--- src/rtl/ltdc_pkg.sv ---
// Shared types and constants of the link timing diagnostics collector.
// Holds the configuration, command, record and result structures.
// Depends on nothing; every other file but ltdc_ram imports it.
`timescale 1ns / 1ps

package ltdc_pkg;

  localparam int unsigned MAX_CONN     = 16;
  localparam int unsigned CONN_W       = $clog2(MAX_CONN);
  localparam int unsigned BIN_COUNT    = 5;
  localparam int unsigned EDGE_COUNT   = 4;
  localparam int unsigned ERR_KINDS    = 5;
  localparam int unsigned REPORT_WORDS = ERR_KINDS + 2 * BIN_COUNT;
  localparam logic [3:0]  LAST_WORD    = 4'(REPORT_WORDS - 1);
  localparam logic [3:0]  FIRST_DLY    = 4'(ERR_KINDS);
  localparam logic [3:0]  FIRST_ALV    = 4'(ERR_KINDS + BIN_COUNT);

  typedef enum logic [2:0] {
    ACT_TIMING = 3'd0,
    ACT_SAFETY = 3'd1,
    ACT_ADDR   = 3'd2,
    ACT_TYPE   = 3'd3,
    ACT_SN     = 3'd4,
    ACT_CSN    = 3'd5,
    ACT_SEND   = 3'd6,
    ACT_CLEAR  = 3'd7
  } action_e;

  typedef enum logic [1:0] {
    ST_OK        = 2'd0,
    ST_BAD_CONN  = 2'd1,
    ST_LATE      = 2'd2,
    ST_BAD_EDGES = 2'd3
  } status_e;

  typedef enum logic [2:0] {
    REG_NUM_CONN = 3'd0,
    REG_MAX_AGE  = 3'd1,
    REG_WINDOW   = 3'd2,
    REG_EDGE_1   = 3'd3,
    REG_EDGE_2   = 3'd4,
    REG_EDGE_3   = 3'd5,
    REG_EDGE_4   = 3'd6
  } reg_idx_e;

  // Work the back end has to do for one request.
  typedef enum logic [2:0] {
    OP_NONE,
    OP_UPDATE,
    OP_ERROR,
    OP_REPORT,
    OP_CLEAR
  } op_e;

  typedef enum logic [1:0] {
    BK_IDLE,
    BK_EXEC,
    BK_REPORT
  } back_state_e;

  typedef struct packed {
    logic [4:0]                 num_conn;
    logic [15:0]                max_age;
    logic [15:0]                window;
    logic [EDGE_COUNT-1:0][15:0] bin_edge;
  } cfg_t;

  typedef struct packed {
    op_e              op;
    status_e          status;
    logic [CONN_W-1:0] conn;
    logic [2:0]       err_sel;
    logic [2:0]       dly_bin;
    logic [2:0]       alv_bin;
  } cmd_t;

  typedef struct packed {
    logic [15:0]                 msg_cnt;
    logic [ERR_KINDS-1:0][31:0]  err;
    logic [BIN_COUNT-1:0][15:0]  dly;
    logic [BIN_COUNT-1:0][15:0]  alv;
  } rec_t;

  localparam int unsigned REC_W = $bits(rec_t);

  typedef struct packed {
    logic [CONN_W-1:0] conn;
    status_e          status;
    logic             is_word;
    logic [3:0]       idx;
    logic [31:0]      value;
    logic             last;
  } res_t;

endpackage

--- src/rtl/ltdc_front.sv ---
// Front end: checks and classifies incoming requests, sorts times into bins,
// and queues the resulting commands for the back end. Uses ltdc_pkg.
`timescale 1ns / 1ps

module ltdc_front
  import ltdc_pkg::*;
(
  input  logic              clk_i,
  input  logic              rst_ni,
  input  cfg_t              cfg_i,
  input  logic              push_i,
  output logic              full_o,
  input  logic [2:0]        action_i,
  input  logic [CONN_W-1:0] connection_i,
  input  logic [15:0]       round_trip_delay_i,
  input  logic [15:0]       alive_time_i,
  output logic              cmd_valid_o,
  output cmd_t              cmd_o,
  input  logic              cmd_pop_i
);

  function automatic logic [2:0] bin_of(input logic [15:0] t,
                                        input logic [EDGE_COUNT-1:0][15:0] e);
    logic [2:0] b;
    b = 3'(EDGE_COUNT);
    for (int i = EDGE_COUNT - 1; i >= 0; i--) begin
      if (t <= e[i]) b = 3'(i);
    end
    return b;
  endfunction

  cmd_t cmd_in;
  logic edges_ok;
  logic late;

  always_comb begin
    edges_ok = (cfg_i.bin_edge[0] != 16'd0)
            && (cfg_i.bin_edge[0] < cfg_i.bin_edge[1])
            && (cfg_i.bin_edge[1] < cfg_i.bin_edge[2])
            && (cfg_i.bin_edge[2] < cfg_i.bin_edge[3])
            && (cfg_i.bin_edge[3] < cfg_i.max_age);
    late = (round_trip_delay_i > cfg_i.max_age) || (alive_time_i > cfg_i.max_age);

    cmd_in         = '0;
    cmd_in.op      = OP_NONE;
    cmd_in.status  = ST_OK;
    cmd_in.conn    = connection_i;
    cmd_in.dly_bin = bin_of(round_trip_delay_i, cfg_i.bin_edge);
    cmd_in.alv_bin = bin_of(alive_time_i, cfg_i.bin_edge);
    cmd_in.err_sel = 3'(action_i - 3'd1);

    if ({1'b0, connection_i} >= cfg_i.num_conn) begin
      cmd_in.status = ST_BAD_CONN;
    end else begin
      unique case (action_e'(action_i)) inside
        ACT_TIMING: begin
          if (!edges_ok) begin
            cmd_in.status = ST_BAD_EDGES;
          end else if (late) begin
            cmd_in.status = ST_LATE;
          end else begin
            cmd_in.op = OP_UPDATE;
          end
        end
        ACT_SAFETY, ACT_ADDR, ACT_TYPE, ACT_SN, ACT_CSN: cmd_in.op = OP_ERROR;
        ACT_SEND:  cmd_in.op = OP_REPORT;
        ACT_CLEAR: cmd_in.op = OP_CLEAR;
        default:   cmd_in.op = OP_NONE;
      endcase
    end
  end

  // Two-entry command queue.
  cmd_t       q_mem_q [2];
  logic       wr_q, rd_q;
  logic [1:0] cnt_q;
  logic       do_push, do_pop;

  assign full_o      = (cnt_q == 2'd2);
  assign cmd_valid_o = (cnt_q != 2'd0);
  assign cmd_o       = q_mem_q[rd_q];
  assign do_push     = push_i && !full_o;
  assign do_pop      = cmd_pop_i && cmd_valid_o;

  always_ff @(posedge clk_i) begin
    if (do_push) begin
      q_mem_q[wr_q] <= cmd_in;
    end
  end

  always_ff @(posedge clk_i or negedge rst_ni) begin
    if (!rst_ni) begin
      wr_q  <= 1'b0;
      rd_q  <= 1'b0;
      cnt_q <= 2'd0;
    end else begin
      if (do_push) wr_q <= !wr_q;
      if (do_pop)  rd_q <= !rd_q;
      cnt_q <= 2'(cnt_q + {1'b0, do_push} - {1'b0, do_pop});
    end
  end

endmodule

--- config.mk ---
export PLATFORM = sky130hd
export DESIGN_NAME = ltdc_front
export DESIGN_NICKNAME = d
export VERILOG_FILES = /design/src/rtl/ltdc_pkg.sv /design/src/rtl/ltdc_front.sv
export SDC_FILE = /design/constraint.sdc
export NUM_CORES = 1
export LEC_CHECK = 0
export ABC_AREA = 1
export BUFFER_PORTS_ARGS = -buffer_cell sky130_fd_sc_hd__buf_2
export CAP_MARGIN = 20
export CORE_MARGIN = 2
export CORE_UTILIZATION = 45
export CTS_BUF_LIST = sky130_fd_sc_hd__clkbuf_4 sky130_fd_sc_hd__clkbuf_8
export CTS_CLUSTER_SIZE = 30
export DETAILED_ROUTE_END_ITERATION = 10
export MAX_ROUTING_LAYER = met4
export PLACE_DENSITY = 0.65
export SYNTH_ARGS = -nofsm -noshare
export SYNTH_HDL_FRONTEND = slang
export SYNTH_SLANG_ARGS = --single-unit
--- constraint.sdc ---
create_clock -name clk_i -period 2.05 [get_ports clk_i]
set_input_delay 0.1025 -clock clk_i [delete_from_list [all_inputs] [get_ports clk_i]]
set_output_delay 0.1025 -clock clk_i [all_outputs]
set_load 0.01 [all_outputs]
### After elaboration in Yosys (flattened, before gate mapping)

Memory sizes are Yosys's and may differ from the RTL's.
Index checks and enable logic that the tools add are counted.

| word-level totals | value |
|---|---|
| register bits after elaboration | 4 |
| latch bits | 0 |
| RAM bits | 36 |
| ROM bits | 0 |
| input bits | 144 |
| memories kept | 1 |

Memories:

| name | words | width | rd ports | clocked after Yosys merged registers in | write ports | line | source |
|---|---|---|---|---|---|---|---|
| q_mem_q | 2 | 18 | 1 | 0 | 1 | ltdc_front.sv:74 | `cmd_t q_mem_q [2];` |

| operators by class | value |
|---|---|
| add/sub/neg operators | 3 |
| multipliers | 0 |
| div/mod/pow operators | 0 |
| order comparisons | 15 |
| equal/unequal tests | 8 |
| shifts and indexed selects | 0 |
| multiplexer cells | 18 |
| bitwise gates (word level) | 0 |
| reduce and logical (&&, ||, !) cells | 14 |

Operators with widths:

| cell | count |
|---|---|
| 16-bit less-or-equal comparator | 8 |
| 16-bit < comparator | 4 |
| 16-bit > comparator | 2 |
| 3-bit two-way mux | 9 |
| 16-bit nonzero test | 1 |
| 3-bit == test (second input constant) | 4 |
| 3-bit one-hot mux with 4 select lines | 1 |
| 2-bit two-way mux | 4 |
| 3-bit by 2-bit == test with 1-bit output (second input constant) | 2 |
| 1-bit logical AND | 6 |
| 4-bit by 5-bit greater-or-equal comparator with 1-bit output | 1 |
| 5-bit OR reduction | 1 |
| 1-bit two-way mux | 4 |
| 3-bit by 1-bit == test with 1-bit output (second input constant) | 1 |
| 1-bit logical NOT | 3 |
| 3-bit logical NOT | 1 |
| 3-bit by 1-bit subtractor with 3-bit output (second input constant) | 1 |
| 2-bit by 1-bit adder with 2-bit output | 1 |
| 2-bit == test (second input constant) | 1 |
| 2-bit nonzero test | 1 |
| 2-bit by 1-bit subtractor with 2-bit output | 1 |
| 1-bit logical OR | 1 |

### Depth between registers and ports, before layout

Gate-level depths: netlist of run 1.

| depth | value |
|---|---|
| word-level depth | 8 |
| mapped depth | 15 |
| depth with buffers taken out | 15 |

### Worst setup path before layout of run 1

Ideal clock, no wire load.

| path | value |
|---|---|
| kind | register to register |
| from | register cnt_q[1] |
| to | memory q_mem_q[0][0] (netlist name), enable pin |
| arrival | 1417 ps |
| required time | 1657 ps |
| slack | 240 ps |
| cell stages (with the launch flop) | 4 |
| path buffers | 0 |
| cells stage by stage | dfrtp_1 -> inv_1 -> o21ai_0 -> nor2_1 |

| between the ends | value |
|---|---|
| word-level cells in the longest chain between the ends | 5 |

RTL lines:

| item | line | source |
|---|---|---|
| start, declared | ltdc_front.sv:76 | `logic [1:0] cnt_q;` |
| start signal, assigned | ltdc_front.sv:99 | `cnt_q <= 2'(cnt_q + {1'b0, do_push} - {1'b0, do_pop});` |
| 2-bit == test | ltdc_front.sv:79 | `assign full_o = (cnt_q == 2'd2);` |
| 1-bit logical NOT | ltdc_front.sv:82 | `assign do_push = push_i && !full_o;` |
| 1-bit logical AND | ltdc_front.sv:82 |  |
| 1-bit two-way mux | ltdc_front.sv:86 | `if (do_push) begin` |
| 1-bit two-way mux (not written as such) | ltdc_front.sv:87 | `q_mem_q[wr_q] <= cmd_in;` |
| end, declared | ltdc_front.sv:74 |  |

Every way passes these cells.

==> impl_metrics.tcl, run 1 <==
set metrics [dict create \
    ctsResizeCount 0 \
    pin_count 164 \
    dp.cells 1327 \
    worstPathMaxFanout 3 \
    core_area_um2 15300 \
    cp.arrival_ns 1.86 \
    r2r_cells 4 \
    synthArstFlopShare 0.100 \
    vias 6740 \
    synth-xor-area-share 0.00494 \
    grt_max_degree 20 \
    finalHoldViolCount 0 \
    stdcell_count 1336 \
    die_w_um 130 \
    final_util 0.541 \
    wl_per_cell_um 14.3 \
    drtAntennaViolNets 0 \
    path_cells "buf_2, inv_1, ha_1, a21o_1, nand3_1, a21oi_1, nor4_1, a21oi_1, a21boi_0, buf_4" \
    gp_congestion 0.911 \
    cp-end-kind "flip-flop" \
    synth.yosys.seq_area_share 0.167 \
    clock_latency_ns 0.29 \
    cts_tree "done" \
    path_buf_inv 3 \
    routed_wl_um 19000 \
    worst_path_largest_cell_delay_ns 0.38 \
    clock_sinks 40 \
    tightestPinTransition_ns 0.520 \
    hold_depth 1 \
    syn_avg_cell_area_um2 7.38 \
    htreeDepth 2 \
    synthMuxAreaShare 0 \
    syn_inst 961 \
    hpwlAfterDp_um 16800 \
    via_per_inst 5.04 \
    worst_setup_path_start_kind "input pin" \
    fin_total_pwr_mw 4.03 \
    clock-root-buffer "clkbuf_8" \
    synth_cell_type_count 36 \
    synthTopCellsByArea "ha_1 41%, edfxtp_1 15%, nand2_1 13%, inv_1 8.2%, a21oi_1 6.3%" \
    crit_top_cell "a21oi_1" \
    die_area_um2 16800 \
    max_slew_margin 0.649 \
    synthToLayoutAreaGrowth_pct 16.7 \
    min_period_ns 1.70 \
    drive_gt1_frac 0.156 \
    worst-path-stages 10 \
    setup_viol 0 \
    cts.reportedPaths.clkPinSlew_ns 0.08 \
    drv_slew 0 \
    diodes 0 \
    place.port_buffers 147 \
    yosysWarningCount 0 \
    synthAdderAreaFrac 0.407 \
    ys_ff_latch 40 \
    drv_cap 0 \
    synth_most_common_cell "nand2_1" \
    drtIter0Drc 286 \
    die_h_um 130 \
    p_per_area_nw_per_um2 486 \
    synth_top_area_cell "ha_1" \
    first_pass_iters 5 \
    syn-cell-area_um2 7090 \
    synth_compound_area_frac 0.112 \
    grt_pass1_vias 6349 \
    synth-simple-area-share 0.224 \
    grt_pass1_wl_um 30300 \
    rsz0062_at_grt "false" \
    cts_buffers 5 \
    worstSetupPathType "in2reg" \
    row_count 45 \
    rrSetupSlack_ns 0.40 \
    fmax_ghz 0.590 \
    clk_path_buf_depth 2 \
    drc_errors 0 \
    yosys_most_used_dff "edfxtp_1" \
    n_fill_cell 1549 \
    synth_top_family_by_area "adder cells" \
    layout.nets 1499 \
    critical-path-top-delay-family "compound AO/OA/AOI/OAI gates" \
    syn-num-nets 1336 \
    outcome "finished clean" \
    fin_setup_tns_ns 0 \
    gr-total-overflow 0 \
    finClkSkew_ns 0.00397 \
    synth_edf_count 36 \
    p_leak_nw 4.73 \
    synth_top_area_share 0.407 \
    worst_ep_required_time_ns 2.21 \
    initial_utilization 0.463 \
    grt_usage 0.236 \
    hold_class "in2reg" \
    peakVddDrop_v 0.000326 \
    crit_slowest_cell "nor4_1" \
    grt_antenna_before_repair 0 \
    fin_crit_sh 0.827 \
    synth_common_cells "238 x nand2_1, 231 x ha_1, 155 x inv_1" \
]
==> power breakdown <==
part | switching, mW | internal [mW]
Clock | 0.261 | 0.354
Combinational | 1.36 | 0.851
Sequential | 0.0600 | 1.14
==> worst reg2reg max path: stages, from the launching register on <==
cell and delay, ns:
dfrtp_1 0.41, inv_1 0.07, o21ai_0 0.18, nor2_1 0.36, buf_4 0.32
==> cells in the final DEF, fill, tap and decap left out, types with 3 or more instances in the layout <==
cell,n
nand2_1,238
clkbuf_8,5
edfxtp_1,36
ha_1,231
nand4_1,24
nor3_1,14
o21bai_1,4
nand3_1,24
nor2_1,67
a21oi_1,89
nor4_1,5
a21o_1,4
o21ai_0,23
buf_4,11
o21a_1,5
buf_2,147
o211ai_1,4
inv_1,155
a31oi_1,5
dfrtp_1,4
nor2_2,3
==> cell type report <==
type	instances	area (µm²)	share of cell area
clock buffers	5	68.8	0.00831
clock inverters	3	37.5	0.00453
inverters	157	589	0.0712
multi-input cells	761	5310	0.641
flip-flops and latches	40	1180	0.143
well taps	211	264	0.0319
repair buffers	159	828	0.100
==> metrics by stage <==
| step | setup WS [ns] | area (µm²) | hold WS (ns) |
|---|---|---|---|
| floorplan | 0.240 | 7090 | -0.193 |
| global placement | 0.132 | 8160 | -0.0860 |
| detailed placement | 0.109 | 8160 | -0.0841 |
| CTS | 0.398 | 8280 | 0.0155 |
| global route | 0.137 | 8280 | 0.00527 |
| finish | 0.354 | 8280 | 0.0177 |
==> state kept, by name (all words and copies together) (netlist names) <==
signal	count
wr_q	1
q_mem_q	36
cnt_q	2
rd_q	1
==> what timing repair did <==
action | in CTS | in global routing
buffers inserted | 0 | 0
hold buffers | 1 | 0
hold endpoints to repair | 4 | 0
==> metal layers <==
| layer | vias to the layer above | track usage | wire [µm] |
|---|---|---|---|
| li1 | 3595 | - | - |
| met1 | 2974 | 0.316 | 9300 |
| met2 | 152 | 0.400 | 8690 |
| met3 | 19 | 0.0202 | 823 |
| met4 | 0 | 0.0329 | 228 |
| met5 | - | - | 0 |
==> worst paths after layout <==
| kind | endpoint | startpoint |
|---|---|---|
| min in group asynchronous | wr_q | rst_ni |
| worst max register to register | q_mem_q[0][13] | cnt_q[1] |
| worst max-delay path | q_mem_q[1][3] | cfg_i[25] |
| worst min-delay path | q_mem_q[1][10] | connection_i[1] |
| max in group asynchronous | cnt_q[0] | rst_ni |
| worst min register to register | cnt_q[0] | cnt_q[0] |
==> cells by family (layout without fill, tap and decap cells) <==
group                      count (synthesis)  count (layout)
xor gates and xnor gates                   4               4
AOI/OAI and AO/OA                        143             143
DFF                                       40              40
buffers and inverters                    160             324
and+or+nand+nor                          383             383
adders and majority gates                231             231
Power figures use the tool's default switching activity.
==> run 2, diff against run 1 <==
==> constraint.sdc (replaced) <==
create_clock -name clk_i -period 1.6 [get_ports clk_i]
set_input_delay 0.08 -clock clk_i [delete_from_list [all_inputs] [get_ports clk_i]]
set_output_delay 0.08 -clock clk_i [all_outputs]
set_load 0.01 [all_outputs]
==> run 2 against run 1 <==
Sequential power grew 28%. Clock power increased by 31%. Worst hold slack worse by 0.0053 ns. Final area up 22%. Count of clock-buffer cells in the layout rose by 1. Cell count up 9.8%. Critical endpoint is now q_mem_q[1][15].
==> impl_metrics.tcl, run 2 (synthesis gave the netlist of run 1 again) <==
set metrics [dict create \
    outcome "finished clean" \
    cts_buffers 5 \
    die_w_um 130 \
    worstPathMaxFanout 3 \
    finalHoldViolCount 0 \
    fin_crit_sh 0.983 \
    hpwlAfterDp_um 17800 \
    rrSetupSlack_ns 0.06 \
    final_cell_mix "209 x nand2_1, 190 x ha_1, 133 x buf_4, 129 x buf_2, 115 x inv_1" \
    drive_gt1_frac 0.357 \
    p_per_area_nw_per_um2 585 \
    htreeDepth 2 \
    cts.reportedPaths.clkPinSlew_ns 0.07 \
    clock-root-buffer "clkbuf_8" \
    drtAntennaViolNets 0 \
    gp_congestion 0.923 \
    worstSetupPathType "in2reg" \
    core_area_um2 15300 \
    die_area_um2 16800 \
    r2r_cells 7 \
    worst_setup_path_start_kind "input pin" \
    cp.arrival_ns 1.71 \
    gr-total-overflow 0 \
    largestRegisters "q_mem_q x36, cnt_q x2" \
    grt_usage 0.248 \
    pin_count 164 \
    layout.nets 1629 \
    worstReg2RegEnd "cnt_q[1]" \
    clk_path_buf_depth 2 \
    first_pass_iters 5 \
    p_leak_nw 5.40 \
    cp-end-kind "flip-flop" \
    largest_reg_flops 36 \
    cts_tree "done" \
    regMostFlops "q_mem_q" \
    min_period_ns 1.57 \
    wl_per_cell_um 14.7 \
    die_h_um 130 \
    fin_area_um2 10100 \
    finClkSkew_ns 0.00334 \
    row_count 45 \
    fin_total_pwr_mw 5.93 \
    hold_start "connection_i[1]" \
    grt_antenna_before_repair 1 \
    layout_commonest_cell "nand2_1" \
    vias 7417 \
    crit_slowest_cell "ha_4" \
    drtIter0Drc 370 \
    dpl_cell_area_um2 9110 \
    fin_setup_tns_ns 0 \
    drv_cap 0 \
    r2r_start "cnt_q[1]" \
    initial_utilization 0.463 \
    clock_sinks 40 \
    setup_viol 0 \
    hold_end "q_mem_q[0][10]" \
    synthToLayoutAreaGrowth_pct 42.9 \
    worst_ep_required_time_ns 1.73 \
    grt_pass1_vias 6794 \
    place.port_buffers 147 \
    crit_top_cell "nand2_1" \
    drv_slew 0 \
    max_slew_margin 0.709 \
    drc_errors 0 \
    via_per_inst 5.06 \
    hold_class "in2reg" \
    routed_wl_um 21500 \
    path_cells "buf_2, inv_4, ha_4, a21oi_1, nand2_1, nand2_2, nand2_1, inv_1, nand2_1, nor2_1, nand4_1, nor2_2, nand3_2, a21oi_2" \
    worst_path_largest_cell_delay_ns 0.20 \
    hold_depth 1 \
    grt_pass1_wl_um 32000 \
    grt_max_degree 20 \
    peakVddDrop_v 0.000432 \
    clock_latency_ns 0.28 \
    fmax_ghz 0.636 \
    tightestPinTransition_ns 0.426 \
]
==> run 2: cell types whose count changed in the layout (fill, tap and decap cells not counted), sizes merged <==
cell and change:
diode +1, buf +127, clkinv -1, dlygate4sd3 +3, clkbuf +1
==> run 2: final cells by class <==
class | instances | area, µm²
Sequential cell | 40 | 1180
Fill cell | 1341 | 5180
Multi-Input combinational cell | 761 | 6000
Tap cell | 211 | 264
Timing Repair Buffer | 289 | 1970
Antenna cell | 1 | 2.50
Inverter | 157 | 609
Clock buffer | 6 | 76.3
Clock inverter | 2 | 35.0
==> run 2: how the worst max path moves through the flow <==
| stage | slack (ns) | startpoint | depth (start not counted) | to |
|---|---|---|---|---|
| after global placement | -0.26 | alive_time_i[11] | 11 | q_mem_q[0][1] |
| after detailed placement | -0.35 | alive_time_i[15] | 9 | q_mem_q[0][0] |
| final | 0.03 | cfg_i[91] | 14 | q_mem_q[1][15] |
| after floorplan | -0.21 | cnt_q[1] | 3 | q_mem_q[0][0] |
| after CTS | 0.009 | alive_time_i[15] | 9 | q_mem_q[0][0] |
| after global routing | -0.07 | cfg_i[91] | 14 | q_mem_q[0][15] |
==> run 2: worst max-delay path, delay by kind of cell <==
kind,cells,cell delay [ns]
AND/OR/NAND/NOR,8,0.85
AO/OA/AOI/OAI,2,0.32
buffers and inverters,3,0.25
adder cells (fa/ha/maj),1,0.20
==> run 2: power breakdown <==
group	switching, mW	internal (mW)	leakage (nW)
logic	2.00	1.59	4.96
registers	0.0739	1.46	0.387
clock network	0.330	0.480	0.0586
total	2.40	3.53	5.40
==> run 2: stage by stage <==
step | worst slack, ns | cells | hold WS, ns | util
6_report | 0.0276 | 1467 | 0.0124 | 0.662
5_1_grt | -0.0666 | 1467 | 0.000935 | 0.662
4_1_cts | 0.00918 | 1460 | 0.00320 | 0.605
3_5_place_dp | -0.346 | 1448 | -0.107 | 0.595
3_3_place_gp | -0.265 | 1448 | -0.109 | 0.595
2_1_floorplan | -0.210 | 961 | -0.216 | -
==> run 2: what timing repair did <==
| action | in CTS | in global routing |
|---|---|---|
| hold buffers | 4 | 0 |
| endpoints found under the setup margin | 2 | 19 |
| pin swaps | 0 | 63 |
| hold endpoints to repair | 7 | 0 |
| resized for setup | 2 | 198 |
| setup buffers | 0 | 7 |
==> run 2: metal layers <==
layer  part of all wire  vias to the layer above  wire length (µm)  global-route usage
li1                   -                     3858                 -                   -
met1               0.46                     3336              9870               0.332
met2               0.48                      197             10200               0.414
met3              0.048                       26              1030              0.0206
met4              0.018                        0               391              0.0449
met5                  0                        -                 0                   -
==> run 3, diff against run 2 <==
--- a/config.mk
+++ b/config.mk
@@ -9,12 +9,12 @@
 export BUFFER_PORTS_ARGS = -buffer_cell sky130_fd_sc_hd__buf_2
 export CAP_MARGIN = 20
 export CORE_MARGIN = 2
-export CORE_UTILIZATION = 45
+export CORE_UTILIZATION = 57
 export CTS_BUF_LIST = sky130_fd_sc_hd__clkbuf_4 sky130_fd_sc_hd__clkbuf_8
 export CTS_CLUSTER_SIZE = 30
 export DETAILED_ROUTE_END_ITERATION = 10
 export MAX_ROUTING_LAYER = met4
-export PLACE_DENSITY = 0.65
+export PLACE_DENSITY = 0.8
 export SYNTH_ARGS = -nofsm -noshare
 export SYNTH_HDL_FRONTEND = slang
 export SYNTH_SLANG_ARGS = --single-unit
==> run 3 against run 2 <==
Non-clock buffer count down 30. Clock power up 3.3%. Via count up 4.4%. Critical path type unchanged. Clock skew up 0.0049 ns. The flow now finishes with violations (setup timing). Core utilization up 13 points. Sequential cell count unchanged. Worst setup slack worse by 0.053 ns. Combinational power down 3%.
==> impl_metrics.tcl, run 3 (synthesis gave the netlist of run 1 again) <==
set metrics [dict create \
    cp-end-kind "flip-flop" \
    worst_setup_path_start_kind "input pin" \
    routed_wl_um 22800 \
    violations "setup timing" \
    die_area_um2 13400 \
    drtIter0Drc 545 \
    clock-root-buffer "clkbuf_8" \
    diodes 0 \
    wl_per_cell_um 16.4 \
    finClkSkew_ns 0.00819 \
    row_count 40 \
    cts_buffers 5 \
    pin_count 164 \
    core_area_um2 12100 \
    fin_ws_ns -0.0256 \
    final_cell_mix "222 x nand2_1, 208 x ha_1, 142 x buf_2, 138 x inv_1, 106 x buf_4" \
    largest_reg_flops 36 \
    grt_max_degree 20 \
    worst_ep_required_time_ns 1.65 \
    vias 7746 \
    drive_gt1_frac 0.296 \
    die_h_um 116 \
    die_w_um 116 \
    hpwlAfterDp_um 18200 \
    setup_viol 8 \
    worstPathMaxFanout 3 \
    cp.arrival_ns 1.68 \
    peakVddDrop_v 0.000503 \
    gr-total-overflow 0 \
    dp.cells 1375 \
    gp_congestion 0.995 \
    layout_commonest_cell "nand2_1" \
    synthToLayoutAreaGrowth_pct 34.9 \
    fmax_ghz 0.615 \
    worstSetupPathType "in2reg" \
    cts.reportedPaths.clkPinSlew_ns 0.07 \
    stdcell_count 1393 \
    final_util 0.793 \
    p_per_area_nw_per_um2 614 \
    rsz0062_at_grt "true" \
    p_leak_nw 5.26 \
    place.port_buffers 147 \
    via_per_inst 5.56 \
    drtAntennaViolNets 0 \
    drv_cap 0 \
    largestRegisters "q_mem_q x36, cnt_q x2" \
    clock_sinks 40 \
    cts_tree "done" \
    max_slew_margin 0.716 \
    regMostFlops "q_mem_q" \
    hold_class "in2reg" \
    drc_errors 0 \
    grt_pass1_vias 7389 \
    initial_utilization 0.588 \
    clock_latency_ns 0.30 \
    first_pass_iters 7 \
    grt_antenna_before_repair 0 \
    htreeDepth 2 \
    drv_slew 0 \
    finalHoldViolCount 0 \
    layout.nets 1599 \
    fin_crit_sh 1.02 \
    outcome "finished with violations" \
    dp_slack_ns -0.620 \
    clk_path_buf_depth 2 \
    grt_usage 0.331 \
    tightestPinTransition_ns 0.416 \
    grt_pass1_wl_um 33800 \
    min_period_ns 1.63 \
    n_fill_cell 833 \
]
## run 3: path summary, 6_finish.rpt
| check | slack [ns] | end | start | cells past startpoint |
|---|---|---|---|---|
| max reg2reg | 0.11 | cnt_q[1] | cnt_q[1] | 7 |
| min in group asynchronous | 0.11 | rd_q | rst_ni | 2 |
| min reg2reg | 0.57 | wr_q | wr_q | 2 |
| max | -0.03 | q_mem_q[0][4] | round_trip_delay_i[2] | 11 |
| min | 0.05 | rd_q | cmd_pop_i | 3 |
| max in group asynchronous | 1.37 | cnt_q[0] | rst_ni | 2 |
## run 3: power breakdown
part | leakage (nW) | switching, mW | internal [mW]
clock network | 0.0586 | 0.356 | 0.480
registers | 0.387 | 0.0843 | 1.46
logic | 4.82 | 2.01 | 1.48
## run 3: final cells by class
type	instances	area, µm²	share of cell area
clock inverter	2	35.0	0.00366
multi-input combinational	761	5830	0.609
tap	168	210	0.0220
sequential	40	1180	0.123
timing repair buffer	259	1640	0.172
clock buffer	6	76.3	0.00798
inverter	157	594	0.0621
## run 3: metrics by stage
| stage | hold slack (ns) | cell area, µm² | power (mW) | setup TNS (ns) |
|---|---|---|---|---|
| 2_1_floorplan | -0.216 | 7090 | 3.32 | -7.55 |
| 3_3_place_gp | -0.111 | 8820 | 4.60 | -6.67 |
| 3_5_place_dp | -0.109 | 8820 | 4.73 | -7.16 |
| 4_1_cts | 0.0423 | 9010 | 5.60 | 0 |
| 5_1_grt | 0.0544 | 9570 | 6.35 | -0.723 |
| 6_report | 0.0504 | 9570 | 5.88 | -0.123 |
## run 3: routing by layer
layer	global-route usage	up-vias	share of wire
met5	-	-	0
met4	0.137	0	0.049
met3	0.0392	96	0.077
met2	0.577	353	0.49
met1	0.386	3503	0.39
li1	-	3794	-
## run 3: critical path, stage by stage
cell and delay [ns]:
buf_2 0.13, buf_4 0.15, ha_1 0.29, nand2_2 0.08, o21a_1 0.21, nor2_2 0.14, o21bai_4 0.07, a21oi_2 0.18
o211ai_1 0.17, inv_1 0.12, nor2_2 0.06
## run 3: repair_timing
item	CTS	global route
pin swaps	0	33
hold endpoints to repair	12	0
setup buffers	0	5
endpoints found under the setup margin	12	20
hold buffers	5	0
resized for setup	8	106
